File: src/rtl/fcs_pkg.sv
// Shared types and codes for the FIFO ready-queue CPU scheduler.
`timescale 1ns / 1ps

package fcs_pkg;

  localparam int PID_W   = 5;
  localparam int CPU_W   = 3;
  localparam int OP_W    = 3;
  localparam int QCNT_W  = 6;
  localparam int ACPU_W  = 4;

  // Event codes
  localparam logic [OP_W-1:0] OP_IDLE    = 3'd0;
  localparam logic [OP_W-1:0] OP_PREEMPT = 3'd1;
  localparam logic [OP_W-1:0] OP_YIELD   = 3'd2;
  localparam logic [OP_W-1:0] OP_TERM    = 3'd3;
  localparam logic [OP_W-1:0] OP_WAKE    = 3'd4;

  // State reported for the outgoing or woken process
  localparam logic [1:0] PST_READY = 2'd0;
  localparam logic [1:0] PST_WAIT  = 2'd1;
  localparam logic [1:0] PST_TERM  = 2'd2;
  localparam logic [1:0] PST_NONE  = 2'd3;

  // Error codes
  localparam logic [1:0] ERR_OK     = 2'd0;
  localparam logic [1:0] ERR_CPU    = 2'd1;
  localparam logic [1:0] ERR_NOCUR  = 2'd2;
  localparam logic [1:0] ERR_FULL   = 2'd3;

  typedef struct packed {
    logic [OP_W-1:0]  opcode;
    logic [CPU_W-1:0] cpu_index;
    logic [PID_W-1:0] process_id;
  } in_t;

  typedef struct packed {
    logic              switch_issued;
    logic [CPU_W-1:0]  switch_cpu;
    logic              run_is_idle;
    logic [PID_W-1:0]  run_process;
    logic [PID_W-1:0]  old_process;
    logic [1:0]        old_state;
    logic [QCNT_W-1:0] queue_count;
    logic [1:0]        error_code;
  } out_t;

endpackage

File: src/rtl/fifo_cpu_scheduler.sv
// Top level of the FIFO ready-queue CPU scheduler.
`timescale 1ns / 1ps

// Each event is handled in order: on transfer in, the head of the ready queue is
// read from its synchronous memory; in the execute state the queue, the per-CPU
// run table and the result register are updated. A new event is taken only once
// the previous one has left the execute state, and that state holds while an
// earlier result is still waiting to be taken, so the block never takes a new
// event before it is through with the last one. No clearing pass follows reset:
// queue entries are read on every transfer in, but only used after they were written.
module fifo_cpu_scheduler #(
  parameter int PROCESS_SLOTS = 32,
  parameter int CPU_SLOTS     = 8
) (
  input  logic                      clk,
  input  logic                      rst,
  input  logic                      in_valid,
  output logic                      in_ready,
  input  fcs_pkg::in_t              in_data,
  output logic                      out_valid,
  input  logic                      out_ready,
  output fcs_pkg::out_t             out_data,
  input  logic                      cfg_valid,
  output logic                      cfg_ready,
  input  logic [fcs_pkg::ACPU_W-1:0] cfg_data
);
  import fcs_pkg::*;

  localparam int PTR_W = (PROCESS_SLOTS > 1) ? $clog2(PROCESS_SLOTS) : 1;
  localparam int CNT_W = $clog2(PROCESS_SLOTS + 1);
  localparam int CIX_W = (CPU_SLOTS > 1) ? $clog2(CPU_SLOTS) : 1;
  localparam logic [PTR_W-1:0] PTR_LAST = PTR_W'(PROCESS_SLOTS - 1);
  localparam logic [CNT_W-1:0] CNT_FULL = CNT_W'(PROCESS_SLOTS);

  localparam logic S_IDLE = 1'b0;
  localparam logic S_EXEC = 1'b1;

  logic              state;
  in_t               req;
  logic [ACPU_W-1:0] active_cpus;

  logic [PTR_W-1:0]  fifo_head, fifo_tail;
  logic [CNT_W-1:0]  fifo_count;
  logic [PID_W-1:0]  fifo_mem [PROCESS_SLOTS];
  logic [PID_W-1:0]  rd_pid;

  logic              run_valid [CPU_SLOTS];
  logic [PID_W-1:0]  run_pid   [CPU_SLOTS];

  // Execute-cycle decode
  logic              exec_go;
  logic [CIX_W-1:0]  cpu_idx;
  logic              cpu_bad, q_full, q_empty;
  logic              cur_valid;
  logic [PID_W-1:0]  cur_pid;
  logic              do_push, do_pop, do_disp, disp_avail;
  logic [PID_W-1:0]  push_pid, disp_pid;
  logic [CNT_W-1:0]  count_next;
  out_t              res;

  assign in_ready  = (state == S_IDLE);
  assign cfg_ready = 1'b1;
  assign exec_go   = (state == S_EXEC) && (!out_valid || out_ready);

  assign cpu_idx   = CIX_W'(req.cpu_index);
  assign cur_valid = run_valid[cpu_idx];
  assign cur_pid   = run_pid[cpu_idx];
  assign q_full    = (fifo_count == CNT_FULL);
  assign q_empty   = (fifo_count == '0);
  assign cpu_bad   = ({1'b0, req.cpu_index} >= active_cpus) ||
                     ({29'd0, req.cpu_index} >= 32'(CPU_SLOTS));

  always_comb begin
    res           = '0;
    res.old_state = PST_NONE;
    res.error_code = ERR_OK;
    do_push       = 1'b0;
    do_disp       = 1'b0;
    push_pid      = req.process_id;
    unique case (req.opcode)
      OP_WAKE: begin
        if (q_full) begin
          res.error_code = ERR_FULL;
        end else begin
          do_push         = 1'b1;
          res.old_process = req.process_id;
          res.old_state   = PST_READY;
        end
      end
      OP_IDLE, OP_PREEMPT, OP_YIELD, OP_TERM: begin
        if (cpu_bad) begin
          res.error_code = ERR_CPU;
        end else if (req.opcode == OP_IDLE) begin
          do_disp = !q_empty;
        end else if (!cur_valid) begin
          res.error_code = ERR_NOCUR;
        end else if (req.opcode == OP_PREEMPT) begin
          if (q_full) begin
            res.error_code = ERR_FULL;
          end else begin
            do_push         = 1'b1;
            push_pid        = cur_pid;
            res.old_process = cur_pid;
            res.old_state   = PST_READY;
            do_disp         = 1'b1;
          end
        end else begin
          res.old_process = cur_pid;
          res.old_state   = (req.opcode == OP_YIELD) ? PST_WAIT : PST_TERM;
          do_disp         = 1'b1;
        end
      end
      default: ;
    endcase

    // A preempt on an empty queue dispatches the process it just requeued.
    disp_avail = !q_empty || do_push;
    disp_pid   = q_empty ? cur_pid : rd_pid;
    do_pop     = do_disp && disp_avail;
    if (do_disp) begin
      res.switch_issued = 1'b1;
      res.switch_cpu    = req.cpu_index;
      res.run_is_idle   = !disp_avail;
      res.run_process   = disp_avail ? disp_pid : '0;
    end
    count_next      = fifo_count + CNT_W'(do_push) - CNT_W'(do_pop);
    res.queue_count = QCNT_W'(count_next);
  end

  // Queue storage: read the head on transfer in, write the tail on execute.
  always_ff @(posedge clk) begin
    if (exec_go && do_push) begin
      fifo_mem[fifo_tail] <= push_pid;
    end
    if (in_valid && in_ready) begin
      rd_pid <= fifo_mem[fifo_head];
    end
  end

  always_ff @(posedge clk) begin
    if (in_valid && in_ready) begin
      req <= in_data;
    end
    if (exec_go) begin
      out_data <= res;
      if (do_disp) begin
        run_pid[cpu_idx] <= disp_pid;
      end
    end
  end

  always_ff @(posedge clk) begin
    if (rst) begin
      state       <= S_IDLE;
      out_valid   <= 1'b0;
      active_cpus <= ACPU_W'(1);
      fifo_head   <= '0;
      fifo_tail   <= '0;
      fifo_count  <= '0;
      for (int i = 0; i < CPU_SLOTS; i++) begin
        run_valid[i] <= 1'b0;
      end
    end else begin
      if (cfg_valid && cfg_ready) begin
        active_cpus <= cfg_data;
      end
      if (out_valid && out_ready && !exec_go) begin
        out_valid <= 1'b0;
      end
      unique case (state)
        S_IDLE: begin
          if (in_valid) begin
            state <= S_EXEC;
          end
        end
        S_EXEC: begin
          if (exec_go) begin
            state      <= S_IDLE;
            out_valid  <= 1'b1;
            fifo_count <= count_next;
            if (do_push) begin
              fifo_tail <= (fifo_tail == PTR_LAST) ? '0 : fifo_tail + 1'b1;
            end
            if (do_pop) begin
              fifo_head <= (fifo_head == PTR_LAST) ? '0 : fifo_head + 1'b1;
            end
            if (do_disp) begin
              run_valid[cpu_idx] <= disp_avail;
            end
          end
        end
        default: state <= S_IDLE;
      endcase
    end
  end

endmodule

File: config.mk
export PLATFORM = sky130hd
export DESIGN_NAME = fifo_cpu_scheduler
export DESIGN_NICKNAME = d
export VERILOG_FILES = /design/src/rtl/fcs_pkg.sv /design/src/rtl/fifo_cpu_scheduler.sv
export SDC_FILE = /design/constraint.sdc
export NUM_CORES = 1
export LEC_CHECK = 0
export BUFFER_PORTS_ARGS = -buffer_cell sky130_fd_sc_hd__buf_4
export CELL_PAD_IN_SITES_DETAIL_PLACEMENT = 2
export CELL_PAD_IN_SITES_GLOBAL_PLACEMENT = 2
export CORE_ASPECT_RATIO = 1.4
export CORE_MARGIN = 4
export CORE_UTILIZATION = 29
export CTS_CLUSTER_SIZE = 20
export DETAILED_ROUTE_END_ITERATION = 6
export PLACE_DENSITY = 0.59
export SLEW_MARGIN = 20
export SYNTH_ARGS = -nofsm -noshare
export SYNTH_HDL_FRONTEND = slang
export SYNTH_SLANG_ARGS = --single-unit
File: constraint.sdc
create_clock -name clk -period 10 [get_ports clk]
set_input_delay 1 -clock clk [delete_from_list [all_inputs] [get_ports clk]]
set_output_delay 1 -clock clk [all_outputs]
set_load 0.01 [all_outputs]
* Word-level counts from Yosys, hierarchy flattened
Memories as Yosys holds them, arrays and structs flattened. A register that Yosys moved wholly into a read port is not among the register bits. Index checks and enable logic that the tools add are counted.
Cells by class: add/sub/neg operators 4, magnitude comparators 1, eq/ne operators 7, multiplexer cells 57, bitwise logic cells 1, reductions and logical operators 20
Operator list (number):
- 5-bit two-way mux | 10
- 7-bit two-way mux | 6
- 1-bit two-way mux | 27
- 7-bit case mux with 2 select lines | 1
- 2-bit two-way mux | 6
- 5-bit by 1-bit adder with 5-bit output (second input constant) | 2
- 5-bit == test (second input constant) | 2
- 10-bit two-way mux | 1
- 3-bit two-way mux | 3
- 6-bit by 1-bit adder with 6-bit output | 1
- 3-bit by 2-bit == test with 1-bit output (second input constant) | 2
- 6-bit == test (second input constant) | 1
- 1-bit logical AND | 6
- 6-bit logical NOT | 1
- 3-bit AND reduction | 2
- 6-bit by 1-bit subtractor with 6-bit output | 1
- 3-bit by 4-bit greater-or-equal comparator with 1-bit output | 1
- 1-bit logical NOT | 4
- 1-bit case mux with 2 select lines | 2
- 2-bit case mux with 2 select lines | 1
- 2-bit AND reduction | 2
- 4-bit OR reduction | 1
- 3-bit by 1-bit == test with 1-bit output (second input constant) | 1
- 3-bit == test (second input constant) | 1
- 4 further kinds | 5
Storage, ports and cells: register bits 58, memory bits (writable) 208, input bits 20, output and inout port bits 28, memories kept 3
Memories:
- fifo_mem | words 32, bits a word 5, rd ports 1, clocked after Yosys merged registers in 1, write ports 1, line fifo_cpu_scheduler.sv:44 | logic [PID_W-1:0] fifo_mem [PROCESS_SLOTS];
- run_pid | words 8, bits a word 5, rd ports 1, clocked after Yosys merged registers in 1, write ports 1, line fifo_cpu_scheduler.sv:48 | logic [PID_W-1:0] run_pid [CPU_SLOTS];
- run_valid | words 8, bits a word 1, rd ports 1, clocked after Yosys merged registers in 1, write ports 8, line fifo_cpu_scheduler.sv:47 | logic run_valid [CPU_SLOTS];

* Logic depth before layout (Yosys ltp)
Gate-level depths: netlist of run 1.
depth in word-level cells 14, gate-level depth with buffers 21

* Worst setup path before layout of run 1
No wires, ideal clock.
kind register to register, from register req, in the netlist cpu_idx[0], to register fifo_count[5], setup time 91 ps, arrival 3577 ps, required time 9909 ps, slack 6333 ps, cell stages (with the launch flop) 19, buffers on the path 1, cells stage by stage edfxtp_1 inv_1 ha_1 nand2b_4 a2111oi_4 nor2_1 o31ai_4 buf_6 nand2_1 inv_1 ha_1 inv_1 ha_1 a21o_1 a21oi_1 nor2_1 o21a_1 or3_1 a311oi_1
On the way: word-level cells in the longest chain between the ends 6, elaborated cells on any way between the ends 9, those cells by class add/sub (2); order compare (1); mux (4); reduce/logical (2)
RTL lines:
- start, declared | line fifo_cpu_scheduler.sv:39 | in_t req;
- start signal, assigned | line fifo_cpu_scheduler.sv:142 | req <= in_data;
- 3-bit by 4-bit greater-or-equal comparator with 1-bit output (*) | line fifo_cpu_scheduler.sv:70 | assign cpu_bad = ({1'b0, req.cpu_index} >= active_cpus) ||
- 1-bit two-way mux | line fifo_cpu_scheduler.sv:91 | if (cpu_bad) begin
- 1-bit case mux with 2 select lines | line fifo_cpu_scheduler.sv:80 | unique case (req.opcode)
- 1-bit logical OR | line fifo_cpu_scheduler.sv:117 | disp_avail = !q_empty || do_push;
- 1-bit logical AND (*) | line fifo_cpu_scheduler.sv:119 | do_pop = do_disp && disp_avail;
- net do_pop | line fifo_cpu_scheduler.sv:56 | logic do_push, do_pop, do_disp, disp_avail;
- 6-bit by 1-bit subtractor with 6-bit output (*) | line fifo_cpu_scheduler.sv:126 | count_next = fifo_count + CNT_W'(do_push) - CNT_W'(do_pop);
- end signal, assigned | line fifo_cpu_scheduler.sv:180 | fifo_count <= count_next;
- end, declared | line fifo_cpu_scheduler.sv:43 | logic [CNT_W-1:0] fifo_count;
Mark *: on every way through the listed nets, which the timed path passes. The rest lies on a longest branch. A chain may end at the register's enable or synchronous reset.

==> impl_metrics.ini, run 1 <==
[status]
status = finished, final reports clean

[min_path]
hold_path_end = fifo_count[4]
hold_class = register to register
holdPathStages = 2
min-delay-start = fifo_count[4]

[placement]
dpl.hpwl_mm = 20.6
io_buffers = 46
place.gp.congestion = 0.774

[logic_synthesis]
synth_most_common_cell = edfxtp_1
synth_edf_count = 249
syn_inst = 678
syn_nets = 718
yosysUniqueCellTypes = 58
synth.top_cell.area_share_pct = 65.7
ys.flop_type = edfxtp_1
ys_ff_latch = 274
synth_area_sq_um = 11400
synth_top_area_cell = edfxtp_1
synth_common_cells = edfxtp_1, nor2_1, mux4_2, nand2_1, inv_1
synth_area_leaders = edfxtp_1, mux4_2, dfxtp_1
ys_async_sr_fraction_pct = 0
yosys_warnings = 0
postSynthAreaPerCell_sq_um = 16.8
synth_seq_area_share_pct = 70.1

[route]
vias = 6011
m1WireLength_mm = 10.9
wl_met3_um = 872
top_layer = met4
drc = 0
route.met2.wl_mm = 16.7
ant_nets = 0
drt-wirelength-per-cell_um = 23.0
routed_wl_mm = 29.2
vias_per_cell = 4.73
drt_iter0_markers = 366
first_pass_iters = 6

[final_layout]
fin_nets = 768
area_growth_pct = 17.3
antenna_cells = 0
drive_above_1_share_pct = 23.9

[die]
fp-row-count = 85
die_h_um = 242
core_area_sq_um = 38600
ios = 48
die_area_sq_um = 42500
dieWidth_um = 175
start_util_pct = 29.5

[setup_path]
cp.required_ns = 10.46
cp-start-kind = register
path_cells = mux4_2 -> mux2_2 -> nand2_2 -> o31ai_4 -> nand2_1 -> inv_1 -> ha_1 -> inv_1 -> ha_1 -> a21o_1 -> a21oi_1 -> nor2_1 -> o21a_1 -> or3_1 -> a311oi_1
slowest_delay_ns = 0.87
cp_slowest_cell = dfxtp_1
crit_path_max_fanout = 16
r2r_setup_slack_ns = 5.66
endpoint_kind = register
crit_type = register to register
r2r-end = fifo_count[5]
crit_buf_inv = 2
cp_data_arrival_time_ns = 4.80
reg2regPathDepth = 15
cpLargestDelayFamily = compound AO/OA/AOI/OAI gates

[clock_tree]
insertion_delay_ns = 0.56
htreeDepth = 1
cts_tree = done
ctsLongestPathBuffers = 3
cts_hold_buf = 0
clk_pin_slew_ns = 0.07
post_cts_buffers = 0
ctsResizeCount = 0
cts-buffers-inserted = 28
clock-sinks = 274
root_buffer = clkbuf_16

[sta]
setup_violations = 0
finalCritPeriodShare_pct = 43.4
timing.hold.ws_ns = 0.466
tns_ns = 0
slew_headroom_pct = 33.1
tightest_slew_ns = 1.00
fin_crit_ns = 4.34
fin_skew_ns = 0.0135
fmax_mhz = 231
maxSlewViolCount = 0
rsz0062_at_grt = no
final_hold_viol_count = 0

[pwr]
p_leak_uw = 0.00436
powerDensity_nw_per_um2 = 199
ir_drop_mv = 0.116

[global_route]
grt_usage_pct = 13.8
grt_antenna_before_repair = 0
grt_first_pass_wirelength_mm = 44.7
grt_pass1_vias = 6946
grt_overflow = 0
grt_start_max_net_pins = 43

[run]
maxCapViolCount = 0
per-stage QoR:
step           util, %  total power [uW]  area, sq um  worst slack, ns  instances
2_1_floorplan        -              1470        11400             6.33        678
3_3_place_gp      31.9              1550        12300             5.77       1219
3_5_place_dp      31.9              1560        12300             5.66       1219
4_1_cts           34.5              2700        13300             5.60       1271
5_1_grt           34.6              2770        13400             5.23       1272
6_report          34.6              2660        13400             5.66       1272
cell families (layout without fill, tap and decap cells):
| group | count (synthesis) | in the layout | share of synthesized area [%] |
|---|---|---|---|
| DFF | 274 | 274 | 70.1 |
| and+or+nand+nor | 168 | 168 | 6.84 |
| xor gates and xnor gates | 3 | 3 | 0.231 |
| other | 1 | 1 | 0.0329 |
| muxes | 78 | 78 | 13.7 |
| buffers and inverters | 67 | 139 | 2.46 |
| AOI/OAI and AO/OA | 67 | 67 | 4.39 |
| adders and majority gates | 20 | 20 | 2.26 |
registers in the layout, indices dropped and copies added (netlist names), named ones only:
name	flops
out_data	25
rd_pid	5
cpu_idx	3
fifo_head	5
req	8
fifo_tail	5
state	1
out_valid	1
active_cpus	4
run_pid	40
run_valid	8
fifo_count	6
fifo_mem	160
power by group:
part / internal, uW / leakage (uW) / switching (uW)
clock network: 676 / 0.000479 / 449
registers: 1300 / 0.00247 / 19.7
logic: 74.1 / 0.00141 / 144
total: 2050 / 0.00436 / 613
worst register-to-register path: stages (launching register included):
cell,delay [ns]
dfxtp_1,0.87
mux4_2,0.39
mux2_2,0.23
nand2_2,0.11
o31ai_4,0.65
nand2_1,0.12
inv_1,0.09
ha_1,0.19
inv_1,0.06
ha_1,0.26
a21o_1,0.18
a21oi_1,0.24
nor2_1,0.07
o21a_1,0.18
or3_1,0.34
a311oi_1,0.27
how the worst max path moves through the flow:
stage,from,endpoint,slack (ns),cells past startpoint
after CTS,register,fifo_count[5],5.60,16
after floorplan,cpu_idx[0],fifo_count[5],6.33,18
after detailed placement,register,fifo_count[5],5.66,15
final,register,fifo_count[5],5.66,15
after global placement,register,fifo_count[5],5.77,15
after global routing,register,fifo_count[5],5.23,16
cell usage in the layout (no fill, tap or decap), types with 6 or more instances in the layout:
master       n
mux4_2      62
inv_1       33
buf_4       51
clkbuf_16   28
edfxtp_1   249
bufinv_16    6
and3_1      11
or3_1        6
a21oi_1     16
nor2_1      71
dfxtp_1     24
clkbuf_1     7
ha_1        19
nand2b_1     6
nand2_1     35
nor3_1      13
nand3_1      9
mux2i_1     13
o21ai_0     10
final cells by class:
type	instances	area [sq um]
repair buffers	52	410
inverters	35	131
well taps	522	653
clock buffers	35	727
clock inverters	17	270
fillers	3841	25300
flip-flops and latches	274	7980
multi-input cells	337	3180
metal layers:
metal	track usage (%)	vias up
met1	15.0	3162
met2	27.1	88
met4	4.04	0
met3	2.01	34
met5	0	-
li1	-	2727
(Power assumes the default switching activity.)
==> run 2: changes to the inputs <==
--- a/config.mk
+++ b/config.mk
@@ -13,7 +13,7 @@
 export CORE_UTILIZATION = 29
 export CTS_CLUSTER_SIZE = 20
 export DETAILED_ROUTE_END_ITERATION = 6
-export PLACE_DENSITY = 0.59
+export PLACE_DENSITY = 0.61
 export SLEW_MARGIN = 20
 export SYNTH_ARGS = -nofsm -noshare
 export SYNTH_HDL_FRONTEND = slang
==> constraint.sdc (replaced) <==
create_clock -name clk -period 3.5 [get_ports clk]
set_input_delay 0.35 -clock clk [delete_from_list [all_inputs] [get_ports clk]]
set_output_delay 0.35 -clock clk [all_outputs]
set_load 0.01 [all_outputs]
==> impl_metrics.ini, run 2 (synthesized netlist as in run 1, its figures left out) <==
[status]
status = finished, final reports clean

[setup_path]
slowest_delay_ns = 0.42
crit_path_max_fanout = 4
cp-start-kind = register
cp_slowest_cell = edfxtp_1
cp.required_ns = 3.97
crit_buf_inv = 3
path_cells = inv_2 -> ha_4 -> nand2b_4 -> a2111oi_4 -> nor2_4 -> o31ai_4 -> nand2_1 -> inv_2 -> ha_4 -> inv_2 -> ha_4 -> a21o_1 -> a21oi_2 -> nor2_1 -> o21a_1 -> or3_4 -> a311oi_2
endpoint_kind = register
cp_data_arrival_time_ns = 3.95
crit_type = register to register
cpLargestDelayFamily = compound AO/OA/AOI/OAI gates

[route]
wl_met3_um = 913
routed_wl_mm = 29.8
m1WireLength_mm = 11.4
drt_iter0_markers = 296
drc = 0
drt-wirelength-per-cell_um = 22.3
vias = 6352
ant_nets = 0
top_layer = met4
first_pass_iters = 4
route.met2.wl_mm = 16.6
vias_per_cell = 4.75

[die]
die_h_um = 242
fp-row-count = 85
dieWidth_um = 175
start_util_pct = 29.5
die_area_sq_um = 42500
ios = 48
core_area_sq_um = 38600

[sta]
final_hold_viol_count = 0
setup_violations = 0
slew_headroom_pct = 32.3
fin_crit_ns = 3.48
rsz0062_at_grt = yes
maxSlewViolCount = 0
tightest_slew_ns = 1.01
fin_skew_ns = 0.0111
fmax_mhz = 288
finalCritPeriodShare_pct = 99.3

[pwr]
powerDensity_nw_per_um2 = 552
ir_drop_mv = 0.387
p_leak_uw = 0.00464

[final_layout]
multiInputGateArea_sq_um = 3280
final_cell_mix = edfxtp_1, buf_4, nor2_1
fin_nets = 832
antenna_cells = 0
design_area_sq_um = 13900
fin_util_pct = 36.0
final_common_cell = edfxtp_1
nFillCells = 3810
largest_reg_flops = 160
top_regs = fifo_mem: 160 flops, run_pid: 40 flops, out_data: 25 flops
regArea_sq_um = 7980
drive_above_1_share_pct = 31.4
area_growth_pct = 22.1
fin_cells = 1336
top_register = fifo_mem

[clock_tree]
root_buffer = clkbuf_16
cts-buffers-inserted = 29
clock-sinks = 274
cts_tree = done
clk_pin_slew_ns = 0.06
htreeDepth = 1
ctsLongestPathBuffers = 3
insertion_delay_ns = 0.56

[global_route]
grt_first_pass_wirelength_mm = 44.9
grt_overflow = 0
grt_usage_pct = 13.8
grt_antenna_before_repair = 0
grt_pass1_vias = 7240
grt_start_max_net_pins = 44

[run]
maxCapViolCount = 0

[min_path]
hold_class = primary input to register

[placement]
placed_cell_area_sq_um = 12500
io_buffers = 46
post-place-cells = 1240
dpl.hpwl_mm = 20.1
place.gp.congestion = 0.768
[run 2: changes by cell type in the layout (fill, tap and decap cells not counted), sizes merged]
| cell | previous run | this run |
|---|---|---|
| nand3 | 9 | 10 |
| bufinv | 6 | 5 |
| buf | 52 | 103 |
| clkinv | 10 | 11 |
| clkinvlp | 1 | 2 |
| dlygate4sd3 | 0 | 11 |
[run 2: cell type report]
type                            count  share of cell area (%)
Clock buffer                       35                    5.38
Clock inverter                     18                    1.59
Inverter                           35                   0.945
Multi-Input combinational cell    338                    23.6
Sequential cell                   274                    57.4
Tap cell                          522                    4.70
Timing Repair Buffer              114                    6.36
[run 2: path summary, 6_finish.rpt]
check,slack (ns),cells past startpoint,start,end
worst max-delay path,0.02,17,cpu_idx[0],fifo_count[5]
worst min-delay path,0.04,3,cfg_data[2],active_cpus[2]
worst max register to register,0.02,17,cpu_idx[0],fifo_count[5]
worst min register to register,0.49,2,fifo_count[2],fifo_count[2]
[run 2: tightest hold or removal path, delay by kind of cell]
kind                   cells  cell delay, ns
AND/OR/NAND/NOR            1            0.08
buffers and inverters      1            0.08
multiplexers               1            0.06
[run 2: repair_timing]
action	in CTS	in global routing
gates resized for setup	7	21
hold endpoints to repair	11	0
gates cloned	0	1
pin swaps	9	17
hold buffers	11	0
buffers inserted	23	8
endpoints found under the setup margin	2	141
[run 2: stage by stage]
step | hold WS, ns | setup WS [ns] | total power, uW | setup TNS, ns
2_1_floorplan | 0.436 | 0.00146 | 4200 | 0
3_3_place_gp | 0.446 | 0.0697 | 4440 | 0
3_5_place_dp | 0.480 | -0.125 | 4490 | -0.227
4_1_cts | 0.00816 | -0.0105 | 7740 | -0.0105
5_1_grt | 0.0225 | -0.151 | 7980 | -0.573
6_report | 0.0423 | 0.0247 | 7670 | 0
[run 2: power breakdown]
| group | internal (uW) | switching, uW |
|---|---|---|
| combinational | 297 | 468 |
| clock | 1890 | 1270 |
| sequential | 3710 | 37.1 |
[run 2: routing by layer]
layer  up-vias  GRT usage [%]
met1      3332           15.3
met3        51           2.01
met4         0           4.50
met2       108           26.6
li1       2861              -
met5         -              0
